===== config.mk =====
export PLATFORM = sky130hd
export DESIGN_NAME = cmsc_div
export DESIGN_NICKNAME = d
export VERILOG_FILES = /design/src/design/cmsc_pkg.sv /design/src/design/cmsc_div.sv
export SDC_FILE = /design/constraint.sdc
export NUM_CORES = 1
export LEC_CHECK = 0
export ABC_CLOCK_PERIOD_IN_PS = 5000
export BUFFER_PORTS_ARGS = -buffer_cell sky130_fd_sc_hd__buf_2
export CAP_MARGIN = 40
export CORE_ASPECT_RATIO = 0.6
export CORE_MARGIN = 5
export CORE_UTILIZATION = 52
export CTS_CLUSTER_DIAMETER = 40
export DETAILED_ROUTE_END_ITERATION = 8
export PLACE_DENSITY = 0.74
export SYNTH_ARGS = -nofsm -noshare
export SYNTH_HDL_FRONTEND = slang
export SYNTH_SLANG_ARGS = --single-unit

===== constraint.sdc =====
create_clock -name clock -period 5 [get_ports clock]
set_input_delay 0 -clock clock [delete_from_list [all_inputs] [get_ports clock]]
set_output_delay 0 -clock clock [all_outputs]
set_load 0.005 [all_outputs]

===== src/design/cmsc_pkg.sv =====
// Shared constants and types for the clock mult/shift calculation block
`default_nettype none
package cmsc_pkg;
   localparam logic [31:0] NS_PER_SEC     = 32'd1000000000;
   localparam logic [31:0] MIN_MARGIN     = 32'd200000;
   localparam logic [31:0] DEFAULT_MARGIN = 32'd31250000;
   // ceil(11 * 2^36 / 100): exact floor(11 * m / 100) for any 32-bit m
   localparam logic [32:0] ADJ_RECIP      = 33'd7559142441;

   // Divider start request
   typedef struct packed {
      logic        start;
      logic [63:0] dividend;
      logic [63:0] divisor;
   } div_req_type;

   // Divider status
   typedef struct packed {
      logic        busy;
      logic        done;
      logic [63:0] quotient;
   } div_rsp_type;

   function automatic logic [31:0] adjust_of(input logic [31:0] m);
      logic [64:0] p;
      begin
         p = {33'd0, m} * {32'd0, ADJ_RECIP};
         adjust_of = {3'd0, p[64:36]};
      end
   endfunction
endpackage
`default_nettype wire


===== src/design/cmsc_div.sv =====
// Radix-2 restoring 64-bit divider, one quotient bit per cycle
`default_nettype none
module cmsc_div
   import cmsc_pkg::*;
(
   input  wire logic        clock,
   input  wire logic        reset,
   input  wire div_req_type req,
   output div_rsp_type      rsp
);
   logic [63:0] rem_ff, rem_in, quo_ff, quo_in, dvs_ff, dvs_in;
   logic [6:0]  cnt_ff, cnt_in;
   logic        busy_ff, busy_in, done_ff, done_in;
   logic [64:0] trial;

   always_comb begin
      rem_in  = rem_ff;
      quo_in  = quo_ff;
      dvs_in  = dvs_ff;
      cnt_in  = cnt_ff;
      busy_in = busy_ff;
      done_in = 1'b0;
      trial   = {rem_ff, quo_ff[63]} - {1'b0, dvs_ff};
      if (req.start) begin
         rem_in  = '0;
         quo_in  = req.dividend;
         dvs_in  = req.divisor;
         cnt_in  = 7'd64;
         busy_in = 1'b1;
      end else if (busy_ff) begin
         if (!trial[64]) begin
            rem_in = trial[63:0];
            quo_in = {quo_ff[62:0], 1'b1};
         end else begin
            rem_in = {rem_ff[62:0], quo_ff[63]};
            quo_in = {quo_ff[62:0], 1'b0};
         end
         cnt_in = cnt_ff - 7'd1;
         if (cnt_ff == 7'd1) begin
            busy_in = 1'b0;
            done_in = 1'b1;
         end
      end
   end

   always_ff @(posedge clock) begin
      rem_ff <= rem_in;
      quo_ff <= quo_in;
      dvs_ff <= dvs_in;
      cnt_ff <= cnt_in;
      if (reset) begin
         busy_ff <= 1'b0;
         done_ff <= 1'b0;
      end else begin
         busy_ff <= busy_in;
         done_ff <= done_in;
      end
   end

   assign rsp.busy     = busy_ff;
   assign rsp.done     = done_ff;
   assign rsp.quotient = quo_ff;
endmodule
`default_nettype wire


# [Word-level counts from Yosys, hierarchy flattened]
# Cells that the tools add are included.
[word_totals] out_inout_bits=66 memories=0 word_cells=20 latchBits=0 romBits=0 mem_bits_rw=0 reg_bits=201
[classes] magnitude_cmp=0 bitwise_logic=1 mul=0 n_reduce_logical=2 n_mux=8 div=0 shifts=0 n_addsub=2 eq_ne=1
[op_table] cell="$mux 64" n=3
[op_table] cell="$sub 65x64->65" n=1
[op_table] cell="$eq 7x1->1 const B" n=1
[op_table] cell="$sub 7x1->7 const B" n=1
[op_table] cell="$mux 1" n=5
[op_table] cell="$reduce_or 3->1" n=1
[op_table] cell="$reduce_bool 2->1" n=1
[op_table] cell="$not 1->1" n=1

# [Logic depth before layout (Yosys ltp)]
[logic_depth] ltp_word=4 mapped_depth=15 depth_no_buf=13

# [Worst setup path after synthesis]
# Ideal clock, no wire load.
[synth_path] path_kind="register -> register" startpoint="register quo_ff[63]" endpoint="register rem_ff[58]" path_slack_ns=1.978 setup_ns=0.142 arrival_time_ns=2.881 path_stages_with_launch=15 required_time_ns=4.858 path_cell_list="edfxtp_1 inv_1 ha_1 fa_1 nand2b_1 a21oi_1 o21ai_1 a211oi_2 o2111ai_1 a21o_1 nand3_2 buf_6 mux2_1 mux2i_1 a211oi_1"
[synth_between] elab_chain_cells=2
[synth_rtl] item="start: declaration" line_no="cmsc_div.sv:11" text="logic [63:0] rem_ff, rem_in, quo_ff, quo_in, dvs_ff, dvs_in;"
[synth_rtl] item="start signal: assignment" line_no="cmsc_div.sv:48" text="quo_ff <= quo_in;"
[synth_rtl] item="$sub 65x64->65" line_no="cmsc_div.sv:23" text="trial = {rem_ff, quo_ff[63]} - {1'b0, dvs_ff};"
[synth_rtl] item="$mux 64" line_no="cmsc_div.sv:31" text="if (!trial[64]) begin"
[synth_rtl] item="end signal: assignment" line_no="cmsc_div.sv:47" text="rem_ff <= rem_in;"
[synth_rtl] item="end: declaration" line_no="cmsc_div.sv:11"
# Every way passes these cells.
# A chain may end at the register's enable or synchronous reset.

# [Worst setup path in the final report]
[layout_path] startpoint="register quo_ff[63]" endpoint="register rem_ff[15]"
# The elaborated chain is that of the path after synthesis.

==> results.md <==
- H-tree levels: 1
- Clock-pin slew on the worst setup and hold paths: roughly 60 ps
- Post-route insts no fill: between 1500 and 2000
- Status: finished, final reports clean
- Syn Std Cell Area: 0.0119 sq mm
- Placed Area: 0.0131 sq mm
- IO Pins: 197
- Flops & latches, synth: 201
- GRT Util Overall: 24.1%
- Avg Synthesized Cell Area: 9.89 sq um
- Worst slew pin tran: 860 ps
- Row count: 42
- Worst Path Required: around 5400 ps
- Total Die Area: 0.0262 sq mm
- Share of the synthesized area in the top cell type: 32.2%
- Post-synth EDFFs: 128
- CTS Root Cell: clkbuf_16
- Max-slew violations: 0
- Final min period: 3850 ps
- Post-synth top area cell: edfxtp_1
- Final wirelength: 32600 microns
- Lkg Pwr: ~6.5 nW
- Worst slew margin: 42.0%
- Tcrit/Tclk final: 77.1%
- CP Data Arrival Time: 4230 ps
- Worst path slowest cell: buf_4
- Leading cell types in the layout, fill and taps excluded: buf_2, nor2_1, dlygate4sd3_1
- Clk_skew: 12.3 ps
- WL per Instance: around 18 microns
- Final Hold Viols: 0
- Crit path kind: register to register
- Initial DRC count: 994
- Hold WS: between 150 and 200 ps
- Prevailing post-synth register cell: edfxtp_1
- Layout cells sized above 1: 22.8%
- Die Wd: 206 microns
- Placer Congestion: 0.952
- Dominant cells by area after synthesis: edfxtp_1, dfxtp_1, ha_1
- Clock sink total: between 200 and 250
- Post-route cell area: between 0.015 and 0.02 sq mm
- Post-Synthesis Cells: 1207
- Starting density of the core: between 50 and 60%
- Distinct cells, synth: 72
- Peak VDD IR: 0.259 mV
- Vias in the first global route: 9765
- Gr ovfl total: 0
- PnR worst setup slack: 1150 ps
- Post-CTS Setup Bufs: 0
- CTS Buf Count: 25
- CP Capture Type: register
- Port Buf Inserts: 196
- Vias per cell: between 5 and 6
- Worst Hold Class: input port to register
- Clock Latency Late Sink: 530 ps
- Antenna violations before repair: 1
- CTS tree: yes
- Seq/Total Area, Yosys: 44.4%
- Total negative slack: 0 ps
- Total Nets Final: 1703
- CP cell instances: inv_1, ha_1, fa_1, nand2b_1, a21oi_1, o21ai_1, a211oi_2, o2111ai_1, a21o_1, nand3_4, buf_4, nor2_1, a21oi_1, a211oi_2
- Power density over the cells: about 330 mW/mm^2
- First-pass GRT wire length: 51700 microns
- DP HPWL: 22300 microns
- Ys async rst share: 0%
- Synth warn: 0
- Max-Cap Viols: 0
- Commonest non-fill, non-tap cell in the layout: buf_2
- DP Cell Count: roughly 1700
- Largest net degree at the start of global routing: 74
- Worst path max stage delay: 440 ps
- Dpl ws: 1170 ps
- Critical Path Start Type: register
- Fmax: approximately 0.26 GHz
- RSZ-0062 raised after global routing: no
- Core area: approximately 0.022 sq mm
- Clock buffer depth: 3
- Crit-path max FO: 36
- Via count: 10299
- DRT Pass-1 Iters: 6
- Die height: about 130 microns
- Number of routed nets with antenna violations: 0
- Syn nets: 1405
- Final Setup Violations: 0
- Area Overhead vs Synth: 28.2%
- Drc violations: 0
[registers in the layout, indices dropped and copies added, names as in the netlist]
register and count:
dvs_ff 64, quo_ff 64, rem_ff 64, cnt_ff 7, busy_ff 1, done_ff 1
[per-stage QoR]
| step | total power, mW | util (%) |
|---|---|---|
| after floorplan | 2.72 | - |
| after global placement | 3.00 | 58.6 |
| after detailed placement | 3.02 | 58.7 |
| after CTS | 5.03 | 68.5 |
| after global routing | 5.27 | 68.5 |
| final | 5.03 | 68.5 |
[synthesized netlist by cell type, types with 18 or more instances]
cell type  count
a21o_1        28
mux2i_1       22
a21oi_1      110
a211oi_2      22
inv_1         84
clkbuf_1      48
o21ai_1       18
mux2_2        63
ha_1          66
nand2_1       77
a211oi_1      34
nand4_1       23
o21ai_0       39
xnor2_1       32
xor2_1        32
dfxtp_1       73
edfxtp_1     128
nor2_1       133
[critical path: cells and delay by family, from the launching register on]
family	cells	cell delay, ps
buf+inv	2	490
compound gates	7	1500
fa+ha+maj	2	630
simple gates	3	670
flops	1	360
[worst paths after layout]
path | start | end | slack, ps | depth (start not counted)
setup / recovery | quo_ff[63] | rem_ff[15] | 1150 | 14
hold / removal | req[36] | dvs_ff[36] | 170 | 2
setup reg to reg | quo_ff[63] | rem_ff[15] | 1150 | 14
hold reg to reg | rem_ff[46] | rem_ff[46] | 470 | 2
[cell type report]
| cell class | count | area, sq um |
|---|---|---|
| Antenna cell | 1 | 2.50 |
| Clock buffer | 31 | 699 |
| Clock inverter | 14 | 188 |
| Fill cell | 1720 | 7030 |
| Inverter | 84 | 315 |
| Multi-Input combinational cell | 855 | 6000 |
| Sequential cell | 201 | 5310 |
| Tap cell | 308 | 385 |
| Timing Repair Buffer | 338 | 2400 |
[power by group]
| part | switching [mW] | internal [mW] |
|---|---|---|
| combinational | 0.610 | 0.483 |
| clock | 0.758 | 1.17 |
| sequential | 0.0876 | 1.93 |
| total | 1.46 | 3.58 |
[routing by layer]
layer | GRT usage [%] | wire length (microns)
met1 | 36.1 | 15000
met2 | 35.9 | 14200
met3 | 5.40 | 2710
met4 | 5.16 | 765
met5 | 0 | 0
[kinds of logic after synthesis]
| kind of cell | after synthesis | synth area share [%] |
|---|---|---|
| DFF | 201 | 44.4 |
| xor gates and xnor gates | 64 | 4.69 |
| AOI/OAI and AO/OA | 333 | 19.1 |
| and+or+nand+nor | 304 | 11.4 |
| muxes | 87 | 8.00 |
| adders and majority gates | 67 | 7.08 |
| buffers and inverters | 151 | 5.36 |
[what timing repair did]
| item | CTS | global route |
|---|---|---|
| resized for setup | 0 | 0 |
| hold endpoints to repair | 134 | 0 |
| hold buffers | 130 | 0 |
Note: power is estimated with default switching activity, not from simulation.
